File: config.mk
export PLATFORM = sky130hd
export DESIGN_NAME = goertzel_four_tone_detector
export DESIGN_NICKNAME = d
export VERILOG_FILES = /design/src/gftd_pkg.sv /design/src/goertzel_four_tone_detector.sv
export SDC_FILE = /design/constraint.sdc
export NUM_CORES = 2
export LEC_CHECK = 0
export BUFFER_PORTS_ARGS = -buffer_cell sky130_fd_sc_hd__buf_4
export CAP_MARGIN = 20
export CORE_ASPECT_RATIO = 0.6
export CORE_MARGIN = 2
export CORE_UTILIZATION = 42
export CTS_CLUSTER_DIAMETER = 100
export CTS_CLUSTER_SIZE = 24
export DETAILED_ROUTE_END_ITERATION = 8
export PLACE_DENSITY_LB_ADDON = 0.15
export SYNTH_ARGS = -nofsm -noshare
export SYNTH_HDL_FRONTEND = slang
export SYNTH_SLANG_ARGS = --single-unit
export TNS_END_PERCENT = 30
File: constraint.sdc
create_clock -name clk -period 21.9 [get_ports clk]
set_input_delay 3.285 -clock clk [delete_from_list [all_inputs] [get_ports clk]]
set_output_delay 3.285 -clock clk [all_outputs]
set_load 0.005 [all_outputs]
File: src/gftd_pkg.sv
`timescale 1ns / 1ps
package gftd_pkg;

  localparam int TONES            = 4;
  localparam int SAMPLE_W         = 16;
  localparam int COEFF_W          = 16;
  localparam int COEFF_FRAC       = 14;
  localparam int BLEN_W           = 13;
  localparam int ENERGY_W         = 48;
  localparam int SYM_W            = 2;
  localparam int CFG_IDX_W        = 3;
  localparam int CFG_DATA_W       = 16;
  localparam int BLEN_RESET       = 256;
  localparam int DEF_STATE_WIDTH  = 40;
  localparam int DEF_ENERGY_SHIFT = 32;
  localparam int DEF_MAX_BLOCK    = 4096;

  typedef enum logic [CFG_IDX_W-1:0] {
    REG_COEFF0 = 3'd0,
    REG_COEFF1 = 3'd1,
    REG_COEFF2 = 3'd2,
    REG_COEFF3 = 3'd3,
    REG_BLEN   = 3'd4
  } cfg_reg_t;

  typedef enum logic [6:0] {
    S_IDLE   = 7'b0000001,
    S_MAC    = 7'b0000010,
    S_UPD    = 7'b0000100,
    S_ELOAD  = 7'b0001000,
    S_EMUL   = 7'b0010000,
    S_ESTORE = 7'b0100000,
    S_COMMIT = 7'b1000000
  } state_t;

  // Energy pass: c*v1, then -(c*v1)*v2, then v1^2 and v2^2 scaled by 2^14
  typedef enum logic [1:0] {
    PH_CV1  = 2'd0,
    PH_PV2  = 2'd1,
    PH_V1SQ = 2'd2,
    PH_V2SQ = 2'd3
  } phase_t;

endpackage

File: src/goertzel_four_tone_detector.sv
`timescale 1ns / 1ps
// Four-tone Goertzel detector. Each accepted sample updates four resonators
// (v = floor(coeff*v1/2^14) - v2 + x, saturated to STATE_WIDTH bits) with one
// shift-and-add multiplier per tone that walks the 16 coefficient bits, one
// bit per cycle: ready returns only after the 16 multiply steps and one update
// step, so no new sample is taken before the last one is through.
// After block_length samples (0 acts as 1, above MAX_BLOCK acts as MAX_BLOCK)
// one shared bit-serial multiplier forms v1^2 + v2^2 - coeff*v1*v2 for each
// tone in turn, through the load, multiply, store and commit states, before
// the result is offered; no sample is taken during that pass.
// The result carries each energy shifted right by ENERGY_SHIFT and saturated
// to 48 bits, plus the index of the strongest tone (lowest index on ties).
// A finished result waits in the output register while the next block runs.
// Configuration writes go through cfg_wr_en/cfg_index/cfg_data and are taken
// at once; coefficients are Q2.14, samples Q1.15. Write only while idle.
module goertzel_four_tone_detector #(
  parameter int STATE_WIDTH  = gftd_pkg::DEF_STATE_WIDTH,
  parameter int ENERGY_SHIFT = gftd_pkg::DEF_ENERGY_SHIFT,
  parameter int MAX_BLOCK    = gftd_pkg::DEF_MAX_BLOCK
) (
  input  logic                                    clk,
  input  logic                                    rst_n,
  input  logic                                    cfg_wr_en,
  input  logic [gftd_pkg::CFG_IDX_W-1:0]          cfg_index,
  input  logic [gftd_pkg::CFG_DATA_W-1:0]         cfg_data,
  input  logic                                    in_valid,
  output logic                                    in_ready,
  input  logic signed [gftd_pkg::SAMPLE_W-1:0]    in_sample,
  output logic                                    out_valid,
  input  logic                                    out_ready,
  output logic [gftd_pkg::SYM_W-1:0]              out_symbol,
  output logic [gftd_pkg::ENERGY_W-1:0]           out_energy_tone0,
  output logic [gftd_pkg::ENERGY_W-1:0]           out_energy_tone1,
  output logic [gftd_pkg::ENERGY_W-1:0]           out_energy_tone2,
  output logic [gftd_pkg::ENERGY_W-1:0]           out_energy_tone3
);
  import gftd_pkg::*;

  localparam int SW     = STATE_WIDTH;
  localparam int PW     = SW + COEFF_W;        // lane product width
  localparam int SUMW   = SW + 3;              // width of q - v2 + x
  localparam int AW     = 2 * SW + COEFF_W;    // energy accumulator width
  localparam int STEP_W = $clog2(SW);
  localparam int ESH    = COEFF_FRAC + ENERGY_SHIFT;

  // Configuration registers
  logic signed [COEFF_W-1:0] coeff_r [TONES];
  logic [BLEN_W-1:0]         blen_r;

  // Resonator state and block position
  logic signed [SW-1:0] v1_r [TONES], v1_nxt [TONES];
  logic signed [SW-1:0] v2_r [TONES], v2_nxt [TONES];
  logic [BLEN_W-1:0]    blk_cnt_r, blk_cnt_nxt;
  logic signed [SAMPLE_W-1:0] x_r, x_nxt;

  // Per-tone serial multipliers
  logic signed [PW-1:0]   lacc_r [TONES], lacc_nxt [TONES];
  logic signed [PW-1:0]   lmc_r  [TONES], lmc_nxt  [TONES];
  logic [COEFF_W-1:0]     lmp_r  [TONES], lmp_nxt  [TONES];

  // Shared energy multiplier
  logic signed [AW-1:0]   eacc_r, eacc_nxt;
  logic signed [AW-1:0]   emc_r, emc_nxt;
  logic [SW-1:0]          emp_r, emp_nxt;
  phase_t                 ph_r, ph_nxt;
  logic [SYM_W-1:0]       tone_r, tone_nxt;
  logic [AW-1:0]          best_r, best_nxt;
  logic [SYM_W-1:0]       bsym_r, bsym_nxt;
  logic [ENERGY_W-1:0]    eng_r [TONES], eng_nxt [TONES];

  state_t                 state_r, state_nxt;
  logic [STEP_W-1:0]      step_r, step_nxt;

  logic                   out_valid_r, out_valid_nxt;
  logic [SYM_W-1:0]       out_sym_r, out_sym_nxt;
  logic [ENERGY_W-1:0]    out_eng_r [TONES], out_eng_nxt [TONES];

  logic [BLEN_W-1:0]      len_eff;
  logic [BLEN_W-1:0]      blk_cnt_inc;
  logic                   e_last;
  logic                   e_sub;
  logic [AW-1:0]          e_sh;
  logic [ENERGY_W-1:0]    e_sat;
  logic signed [SW-1:0]   sel_v1, sel_v2;
  logic signed [PW-1:0]   lq   [TONES];
  logic signed [SUMW-1:0] lsum [TONES];

  assign in_ready         = (state_r == S_IDLE);
  assign out_valid        = out_valid_r;
  assign out_symbol       = out_sym_r;
  assign out_energy_tone0 = out_eng_r[0];
  assign out_energy_tone1 = out_eng_r[1];
  assign out_energy_tone2 = out_eng_r[2];
  assign out_energy_tone3 = out_eng_r[3];

  // Effective block length: zero acts as one, clamp at MAX_BLOCK
  always_comb begin
    if (blen_r == '0) begin
      len_eff = BLEN_W'(1);
    end else if (32'(blen_r) > MAX_BLOCK) begin
      len_eff = BLEN_W'(MAX_BLOCK);
    end else begin
      len_eff = blen_r;
    end
  end

  assign blk_cnt_inc = blk_cnt_r + BLEN_W'(1);
  assign sel_v1      = v1_r[tone_r];
  assign sel_v2      = v2_r[tone_r];

  // Multiplier step count: 16 for the coefficient, STATE_WIDTH otherwise
  assign e_last = (ph_r == PH_CV1) ? (step_r == STEP_W'(COEFF_W - 1))
                                   : (step_r == STEP_W'(SW - 1));
  // Sign bit of the multiplier is weighted negative; the v2 product is subtracted
  assign e_sub  = e_last ^ (ph_r == PH_PV2);

  assign e_sh  = $unsigned(eacc_r) >> ESH;
  assign e_sat = (|e_sh[AW-1:ENERGY_W]) ? {ENERGY_W{1'b1}} : e_sh[ENERGY_W-1:0];

  // Resonator update from the finished lane products
  always_comb begin
    for (int t = 0; t < TONES; t++) begin
      lq[t]   = lacc_r[t] >>> COEFF_FRAC;
      lsum[t] = lq[t][SUMW-1:0]
              - {{3{v2_r[t][SW-1]}}, v2_r[t]}
              + {{(SUMW-SAMPLE_W){x_r[SAMPLE_W-1]}}, x_r};
    end
  end

  always_comb begin
    state_nxt     = state_r;
    step_nxt      = step_r;
    x_nxt         = x_r;
    blk_cnt_nxt   = blk_cnt_r;
    eacc_nxt      = eacc_r;
    emc_nxt       = emc_r;
    emp_nxt       = emp_r;
    ph_nxt        = ph_r;
    tone_nxt      = tone_r;
    best_nxt      = best_r;
    bsym_nxt      = bsym_r;
    out_valid_nxt = out_valid_r;
    out_sym_nxt   = out_sym_r;
    for (int t = 0; t < TONES; t++) begin
      v1_nxt[t]      = v1_r[t];
      v2_nxt[t]      = v2_r[t];
      lacc_nxt[t]    = lacc_r[t];
      lmc_nxt[t]     = lmc_r[t];
      lmp_nxt[t]     = lmp_r[t];
      eng_nxt[t]     = eng_r[t];
      out_eng_nxt[t] = out_eng_r[t];
    end

    // Drop the held result once the consumer takes it
    if (out_valid_r && out_ready) begin
      out_valid_nxt = 1'b0;
    end

    unique case (state_r)
      S_IDLE: begin
        if (in_valid) begin
          x_nxt    = in_sample;
          step_nxt = '0;
          for (int t = 0; t < TONES; t++) begin
            lacc_nxt[t] = '0;
            lmc_nxt[t]  = {{(PW-SW){v1_r[t][SW-1]}}, v1_r[t]};
            lmp_nxt[t]  = coeff_r[t];
          end
          state_nxt = S_MAC;
        end
      end

      S_MAC: begin
        // One coefficient bit per cycle in every lane
        for (int t = 0; t < TONES; t++) begin
          if (lmp_r[t][0]) begin
            if (step_r == STEP_W'(COEFF_W - 1)) begin
              lacc_nxt[t] = lacc_r[t] - lmc_r[t];
            end else begin
              lacc_nxt[t] = lacc_r[t] + lmc_r[t];
            end
          end
          lmc_nxt[t] = lmc_r[t] <<< 1;
          lmp_nxt[t] = lmp_r[t] >> 1;
        end
        step_nxt = step_r + STEP_W'(1);
        if (step_r == STEP_W'(COEFF_W - 1)) begin
          state_nxt = S_UPD;
        end
      end

      S_UPD: begin
        for (int t = 0; t < TONES; t++) begin
          v2_nxt[t] = v1_r[t];
          if (lsum[t][SUMW-1:SW-1] != {4{lsum[t][SUMW-1]}}) begin
            v1_nxt[t] = lsum[t][SUMW-1] ? {1'b1, {(SW-1){1'b0}}}
                                        : {1'b0, {(SW-1){1'b1}}};
          end else begin
            v1_nxt[t] = lsum[t][SW-1:0];
          end
        end
        blk_cnt_nxt = blk_cnt_inc;
        if (blk_cnt_inc >= len_eff) begin
          tone_nxt  = '0;
          ph_nxt    = PH_CV1;
          state_nxt = S_ELOAD;
        end else begin
          state_nxt = S_IDLE;
        end
      end

      S_ELOAD: begin
        step_nxt = '0;
        case (ph_r)
          PH_CV1: begin
            eacc_nxt = '0;
            emc_nxt  = {{(AW-SW){sel_v1[SW-1]}}, sel_v1};
            emp_nxt  = SW'($unsigned(coeff_r[tone_r]));
          end
          PH_PV2: begin
            // The coefficient product becomes the multiplicand
            eacc_nxt = '0;
            emc_nxt  = eacc_r;
            emp_nxt  = sel_v2;
          end
          PH_V1SQ: begin
            emc_nxt = {{(AW-SW){sel_v1[SW-1]}}, sel_v1} <<< COEFF_FRAC;
            emp_nxt = sel_v1;
          end
          default: begin
            emc_nxt = {{(AW-SW){sel_v2[SW-1]}}, sel_v2} <<< COEFF_FRAC;
            emp_nxt = sel_v2;
          end
        endcase
        state_nxt = S_EMUL;
      end

      S_EMUL: begin
        if (emp_r[0]) begin
          eacc_nxt = e_sub ? (eacc_r - emc_r) : (eacc_r + emc_r);
        end
        emc_nxt  = emc_r <<< 1;
        emp_nxt  = emp_r >> 1;
        step_nxt = step_r + STEP_W'(1);
        if (e_last) begin
          if (ph_r == PH_V2SQ) begin
            state_nxt = S_ESTORE;
          end else begin
            ph_nxt    = phase_t'(ph_r + 2'd1);
            state_nxt = S_ELOAD;
          end
        end
      end

      S_ESTORE: begin
        eng_nxt[tone_r] = e_sat;
        if ((tone_r == '0) || ($unsigned(eacc_r) > best_r)) begin
          best_nxt = $unsigned(eacc_r);
          bsym_nxt = tone_r;
        end
        if (tone_r == SYM_W'(TONES - 1)) begin
          state_nxt = S_COMMIT;
        end else begin
          tone_nxt  = tone_r + SYM_W'(1);
          ph_nxt    = PH_CV1;
          state_nxt = S_ELOAD;
        end
      end

      S_COMMIT: begin
        // Hold until the output register is free, then clear for the next block
        if (!out_valid_r || out_ready) begin
          out_valid_nxt = 1'b1;
          out_sym_nxt   = bsym_r;
          for (int t = 0; t < TONES; t++) begin
            out_eng_nxt[t] = eng_r[t];
            v1_nxt[t]      = '0;
            v2_nxt[t]      = '0;
          end
          blk_cnt_nxt = '0;
          state_nxt   = S_IDLE;
        end
      end

      default: begin
        state_nxt = S_IDLE;
      end
    endcase
  end

  always_ff @(posedge clk) begin
    if (!rst_n) begin
      state_r     <= S_IDLE;
      out_valid_r <= 1'b0;
      blk_cnt_r   <= '0;
      blen_r      <= BLEN_W'(BLEN_RESET);
      for (int t = 0; t < TONES; t++) begin
        coeff_r[t] <= '0;
        v1_r[t]    <= '0;
        v2_r[t]    <= '0;
      end
    end else begin
      state_r     <= state_nxt;
      out_valid_r <= out_valid_nxt;
      blk_cnt_r   <= blk_cnt_nxt;
      for (int t = 0; t < TONES; t++) begin
        v1_r[t] <= v1_nxt[t];
        v2_r[t] <= v2_nxt[t];
      end
      if (cfg_wr_en) begin
        unique case (cfg_index)
          REG_COEFF0: coeff_r[0] <= cfg_data;
          REG_COEFF1: coeff_r[1] <= cfg_data;
          REG_COEFF2: coeff_r[2] <= cfg_data;
          REG_COEFF3: coeff_r[3] <= cfg_data;
          REG_BLEN:   blen_r     <= cfg_data[BLEN_W-1:0];
          default: ;
        endcase
      end
    end
  end

  // Datapath registers
  always_ff @(posedge clk) begin
    step_r    <= step_nxt;
    x_r       <= x_nxt;
    eacc_r    <= eacc_nxt;
    emc_r     <= emc_nxt;
    emp_r     <= emp_nxt;
    ph_r      <= ph_nxt;
    tone_r    <= tone_nxt;
    best_r    <= best_nxt;
    bsym_r    <= bsym_nxt;
    out_sym_r <= out_sym_nxt;
    for (int t = 0; t < TONES; t++) begin
      lacc_r[t]    <= lacc_nxt[t];
      lmc_r[t]     <= lmc_nxt[t];
      lmp_r[t]     <= lmp_nxt[t];
      eng_r[t]     <= eng_nxt[t];
      out_eng_r[t] <= out_eng_nxt[t];
    end
  end

endmodule

### Word level (Yosys, flattened, before mapping)

Memories as Yosys holds them, arrays and structs flattened. A register that Yosys moved wholly into a read port is not among the register bits.
Index checks and enable logic that the tools add are counted.

| cells by class | value |
|---|---|
| add/sub/neg operators | 22 |
| $mul | 0 |
| div/mod/pow operators | 0 |
| $lt $le $gt $ge | 5 |
| equality and inequality tests | 30 |
| shift-type cells | 0 |
| muxes and demuxes | 99 |
| bitwise gates (word level) | 14 |
| reduce and logical (&&, ||, !) cells | 27 |

Operator list:

| kind | count |
|---|---|
| 224-bit case mux with 2 select lines | 2 |
| 40-bit 2-to-1 mux | 16 |
| 160-bit case mux with 2 select lines | 2 |
| 192-bit 2-to-1 mux | 3 |
| 224-bit 2-to-1 mux | 2 |
| 56-bit 2-to-1 mux | 8 |
| 96-bit case mux with 2 select lines | 2 |
| 160-bit 2-to-1 mux | 2 |
| 96-bit 2-to-1 mux | 3 |
| 96-bit case mux with 3 select lines | 1 |
| 56-bit adder | 4 |
| 56-bit subtractor | 4 |
| 192-bit bitwise mux | 1 |
| 43-bit adder | 4 |
| 42-bit by 40-bit subtractor with 43-bit output | 4 |
| 40-bit case mux with 2 select lines | 2 |
| 64-bit case mux with 2 select lines | 1 |
| 96-bit adder | 1 |
| 48-bit demux with 2-bit select | 1 |
| 96-bit greater-than comparator | 1 |
| 48-bit 2-to-1 mux | 2 |
| 96-bit subtractor | 1 |
| 16-bit 2-to-1 mux | 4 |
| 64-bit 2-to-1 mux | 1 |
| 50 further kinds | 125 |

| storage, ports and cells | value |
|---|---|
| flip-flop bits (word level) | 392 |
| bits in latches | 0 |
| RAM bits | 1280 |
| ROM bits | 0 |
| input bits | 40 |
| output and inout bits | 196 |
| word-level logic and storage cells | 219 |
| memories | 8 |

Memory list:

| memory | words | width | read ports | clocked after Yosys merged registers in | wr ports | line | text |
|---|---|---|---|---|---|---|---|
| lacc_r | 4 | 56 | 4 | 0 | 4 | goertzel_four_tone_detector.sv:57 | `logic signed [PW-1:0] lacc_r [TONES], lacc_nxt [TONES];` |
| lmc_r | 4 | 56 | 4 | 0 | 4 | goertzel_four_tone_detector.sv:58 | `logic signed [PW-1:0] lmc_r [TONES], lmc_nxt [TONES];` |
| eng_r | 4 | 48 | 4 | 0 | 4 | goertzel_four_tone_detector.sv:69 | `logic [ENERGY_W-1:0] eng_r [TONES], eng_nxt [TONES];` |
| out_eng_r | 4 | 48 | 4 | 0 | 4 | goertzel_four_tone_detector.sv:76 | `logic [ENERGY_W-1:0] out_eng_r [TONES], out_eng_nxt [TONES];` |
| v1_r | 4 | 40 | 5 | 1 | 4 | goertzel_four_tone_detector.sv:51 | `logic signed [SW-1:0] v1_r [TONES], v1_nxt [TONES];` |
| v2_r | 4 | 40 | 5 | 1 | 4 | goertzel_four_tone_detector.sv:52 | `logic signed [SW-1:0] v2_r [TONES], v2_nxt [TONES];` |
| 2 more memories | n/a | n/a | n/a | n/a | n/a | n/a |  |

### Longest topological paths before layout

| depth | value |
|---|---|
| word-level depth | 7 |
| gate-level depth with buffers | 25 |

### Worst setup path before layout

No wires, ideal clock.

| timing path | value |
|---|---|
| path type | in2reg |
| from | input in_valid |
| to | memory lmc_r[0][0] (netlist name) (enable) |
| setup time | 2190 ps |
| arrival | 8103 ps |
| data required time | 19710 ps |
| setup slack | 11607 ps |
| cell stages on the path | 2 |
| path buffers | 0 |
| path through | nand2_1 nand2_1 |

RTL lines:

| element | line | text |
|---|---|---|
| from (decl) | goertzel_four_tone_detector.sv:26 | `input logic in_valid,` |
| to (decl) | goertzel_four_tone_detector.sv:58 |  |

### Worst setup path after layout

| timing path | value |
|---|---|
| from | register ph_r[0] |
| to | register eacc_r[72], data pin |

| between the ends | value |
|---|---|
| word-level cells in the longest chain between the ends | 6 |
| elaborated cells between the ends (all ways) | 7 |

Ends and longest elaborated chain:

| element | line | text |
|---|---|---|
| from (decl) | goertzel_four_tone_detector.sv:65 | `phase_t ph_r, ph_nxt;` |
| from (signal assigned) | goertzel_four_tone_detector.sv:330 | `ph_r <= ph_nxt;` |
| 2-bit logical NOT | goertzel_four_tone_detector.sv:112 | `assign e_last = (ph_r == PH_CV1) ? (step_r == STEP_W'(COEFF_W - 1))` |
| 1-bit 2-to-1 mux | goertzel_four_tone_detector.sv:112 |  |
| 1-bit XOR (*) | goertzel_four_tone_detector.sv:115 | `assign e_sub = e_last ^ (ph_r == PH_PV2);` |
| 96-bit 2-to-1 mux (*) | goertzel_four_tone_detector.sv:240 | `eacc_nxt = e_sub ? (eacc_r - emc_r) : (eacc_r + emc_r);` |
| 96-bit 2-to-1 mux (*) | goertzel_four_tone_detector.sv:239 | `if (emp_r[0]) begin` |
| 96-bit case mux with 2 select lines (*) | goertzel_four_tone_detector.sv:159 | `unique case (state_r)` |
| to (signal assigned) | goertzel_four_tone_detector.sv:327 | `eacc_r <= eacc_nxt;` |
| to (decl) | goertzel_four_tone_detector.sv:62 | `logic signed [AW-1:0] eacc_r, eacc_nxt;` |

Every way passes the cells marked *; elsewhere a longest branch is shown, timed or not. The select of a mux whose other input is x is not followed.
A chain may end at the register's enable or synchronous reset.

==> summary.md <==
| Metric | Value |
|---|---|
| Post-route ant nets | 0 |
| Avg Cell Area, Syn | 9.595 um^2 |
| Total Power | 13.85 mW |
| Clock Tree Buf Depth | 3 |
| Most frequent cells in the layout | nand2_1, edfxtp_1, a21oi_1 |
| Worst-case reg-to-reg path depth | 22 |
| Status | complete, but fails checks |
| Total Routed Length | 378700 um |
| Worst Path Arrival | 8.61 ns |
| Number of synthesized flops with an enable pin | 1318 |
| Num Clock Sinks | 1674 |
| Final worst path period share | 37.10% |
| CTS clk-pin slew, worst paths | 0.11 ns |
| Core Box Area | 247000 um^2 |
| Final Cell Area | 112200 um^2 |
| Mapped Cells | 10910 |
| Unrepaired setup endpoints after global routing | false |
| Die area | 253300 um^2 |
| DR WL/cell | 26.72 um |
| Final Util | 45.42% |
| Share of flip-flops with an asynchronous set or reset | 0% |
| First-pass GRT wire length | 545200 um |
| Critical Path Slowest Stage Cell | nor3_1 |
| Max Slew Vio Count | 0 |
| Cell repeated most along the worst path | buf_4 |
| Power per Cell Area | 123.4 nW/um^2 |
| DRC | 11 |
| Vias/cell | 5.961 |
| Total grt overflow | 0 |
| Commonest non-fill, non-tap cell in the layout | nand2_1 |
| Setup TNS | 0 ns |
| Post-CTS setup buffer count | 0 |
| Worst setup path class | reg2reg |
| Port Buffers | 235 |
| Hold Path Class | reg2reg |
| Via count | 84500 |
| Minimum clock period | 8.124 ns |
| Critical path origin | ph_r[0] |
| Cell area after placement | 109600 um^2 |
| Worst-Margin Slew | 1.100 ns |
| Critical path fanouts, max | 61 |
| Relative slew slack | 26.66% |
| Iter 0 DRT Violations | 11410 |
| GP Congestion | 0.9874 |
| End point of the critical path | eacc_r[72] |
| Vias in the first global route | 77310 |
| Post-synth top flop | edfxtp_1 |
| Layout area overhead | 7.222% |
| Post-synthesis sequential area ratio | 44.64% |
| Rows | 141 |
| CP Capture Type | flop |
| Yosys warnings | 0 |
| Worst setup SP type | flop |
| Final worst slack | 13.78 ns |
| RR Startpoint | ph_r[0] |
| Top Ports | 236 |
| Fillers | 23570 |
| Max stage delay on crit path | 0.92 ns |
| Clock skew | 0.06824 ns |
| Share of cells above drive strength 1 | 5.937% |
| Clock latency on the worst-skew pair | 0.80 ns |
| Final setup fails | 0 |
| Die Y-Extent | 390.6 um |
| Non-filler cells, final | 14180 |
| DP HPWL | 293200 um |
| Largest net degree at the start of global routing | 160 |
| Maximum VDD drop | 0.07639 mV |
| Global Route Usage Sum | 29.28% |
| Post-synth top area share | 37.83% |
| CTS Hold Bufs | 0 |
| Post_cts resized | 0 |
| H-tree depth | 3 |
| TritonRoute pass-1 iters | 9 |
| Maxcap violations | 0 |
| Synth cell types | 90 |
| Synth Register Bits | 1674 |
| Mapped Area | 104600 um^2 |
| Final hold violations | 0 |
| Hold WS | 0.4042 ns |
| Reg2Reg Setup Slack | 13.78 ns |
| Failing checks | design-rule violations |
| Reg-to-Reg End | eacc_r[72] |
| Mapped Nets | 11730 |
| CTS tree | built |
| Root buf cell | clkbuf_16 |
| CP required | 22.38 ns |
| Cell taking the most area after synthesis | edfxtp_1 |
| DIE WIDTH | 648.4 um |
| Pre-CTS setup slack | 14.22 ns |
| Area contributors post-synth | edfxtp_1, ha_1, dfxtp_1 |
| Antenna violations before repair | 28 |
| Initial Utilization | 42.36% |
| Inst Count DP | 14020 |
| Highest clock rate | 123.1 MHz |
| Layout Nets | 11640 |
| CP cell instances | inv_1 -> ha_2 -> buf_4 -> a21oi_1 -> nor3_1 -> xnor2_2 -> buf_4 -> a21oi_1 -> fa_1 -> a211oi_1 -> nor2_1 -> o31ai_1 -> a21boi_0 -> buf_4 -> a211o_1 -> a31oi_1 -> a311oi_1 -> nor3_1 -> nand3_1 -> a31oi_1 -> xor2_1 -> nor2_1 |
| Num CTS Buffers | 80 |
| Leak Pwr | 44.46 nW |
==> cell usage after synthesis, types with 21 or more instances <==
| master | number |
|---|---|
| edfxtp_1 | 1318 |
| a21o_1 | 375 |
| o21a_1 | 70 |
| nor3_1 | 139 |
| o21bai_1 | 85 |
| a31oi_1 | 109 |
| a211oi_1 | 49 |
| a21oi_1 | 919 |
| clkbuf_1 | 481 |
| o41ai_1 | 43 |
| or2_2 | 27 |
| nor2b_1 | 72 |
| inv_1 | 771 |
| nand3_1 | 293 |
| nand4_1 | 133 |
| nor4_1 | 52 |
| nand2b_1 | 93 |
| and3_1 | 62 |
| buf_1 | 31 |
| nor2_1 | 899 |
| o31ai_1 | 98 |
| o21ai_0 | 591 |
| and2_1 | 142 |
| fa_1 | 173 |
| a21boi_0 | 21 |
| o211ai_1 | 31 |
| a221oi_1 | 33 |
| mux4_2 | 96 |
| nand2_1 | 1464 |
| xnor2_1 | 397 |
| a22oi_1 | 70 |
| a221o_1 | 25 |
| xor2_1 | 370 |
| or4_1 | 31 |
| dfxtp_1 | 356 |
| or3_1 | 107 |
| ha_1 | 612 |
==> how the worst min path moves through the flow <==
stage          cells past startpoint          from                to
2_1_floorplan                      0   eng_r[0][0]   out_eng_r[0][0]
3_3_place_gp                       0  eng_r[2][26]  out_eng_r[2][26]
3_5_place_dp                       0  eng_r[0][13]  out_eng_r[0][13]
4_1_cts                            0  eng_r[2][17]  out_eng_r[2][17]
5_1_grt                            0  eng_r[3][17]  out_eng_r[3][17]
6_report                           0  eng_r[2][17]  out_eng_r[2][17]
==> final cells by class <==
cell class | count | area [um^2] | share of cell area (%)
Sequential cell | 1674 | 46710 | 41.64
Clock buffer | 134 | 2225 | 1.983
Clock inverter | 12 | 209.0 | 0.1862
Multi-Input combinational cell | 7940 | 53260 | 47.48
Inverter | 771 | 2917 | 2.600
Tap cell | 3289 | 4115 | 3.668
Antenna cell | 5 | 12.51 | 0.01115
Timing Repair Buffer | 350 | 2738 | 2.440
==> flip-flops by register name, indices dropped and copies added (netlist names), 2 cells and up, named ones only <==
signal,cells
ph_r,2
lmc_r,224
bsym_r,2
out_symbol,2
coeff_r,64
eacc_r,96
best_r,96
eng_r,192
lacc_r,224
out_eng_r,192
tone_r,2
emp_r,40
emc_r,96
v2_r,160
blk_cnt_r,13
lmp_r,64
state_r,7
blen_r,13
step_r,6
v1_r,160
x_r,16
==> metal layers <==
layer	up-vias	track usage, %	wire length (um)
li1	38560	-	-
met1	41720	48.41	189100
met2	3933	34.30	130700
met3	258	11.51	52010
met4	22	4.799	6495
met5	-	0.7246	384
==> cell families (layout without fill, tap and decap cells) <==
kind of cell | after synthesis | in the layout | synth area share (%)
buffers and inverters | 1291 | 1267 | 4.643
flip-flops | 1674 | 1674 | 44.64
multiplexers | 102 | 102 | 2.125
XOR/XNOR | 767 | 767 | 6.420
AO/OA/AOI/OAI | 2701 | 2701 | 16.07
other | 0 | 5 | 0
AND/OR/NAND/NOR | 3585 | 3585 | 15.48
adder cells (fa/ha/maj) | 785 | 785 | 10.63
==> report_power, final <==
part / internal [mW] / leakage, nW / switching, mW
Clock: 0.721 / 1.15 / 1.14
Combinational: 2.73 / 28.2 / 4.82
Sequential: 4.01 / 15.2 / 0.423
==> worst max-delay path, delay by kind of cell (launching register included) <==
kind	cells	cell delay, ns
flip-flops	1	0.48
adder cells (fa/ha/maj)	2	0.66
XOR/XNOR	2	0.34
buffers and inverters	4	1.43
AO/OA/AOI/OAI	9	2.88
AND/OR/NAND/NOR	5	1.98
Note: power is estimated with default switching activity, not from simulation.
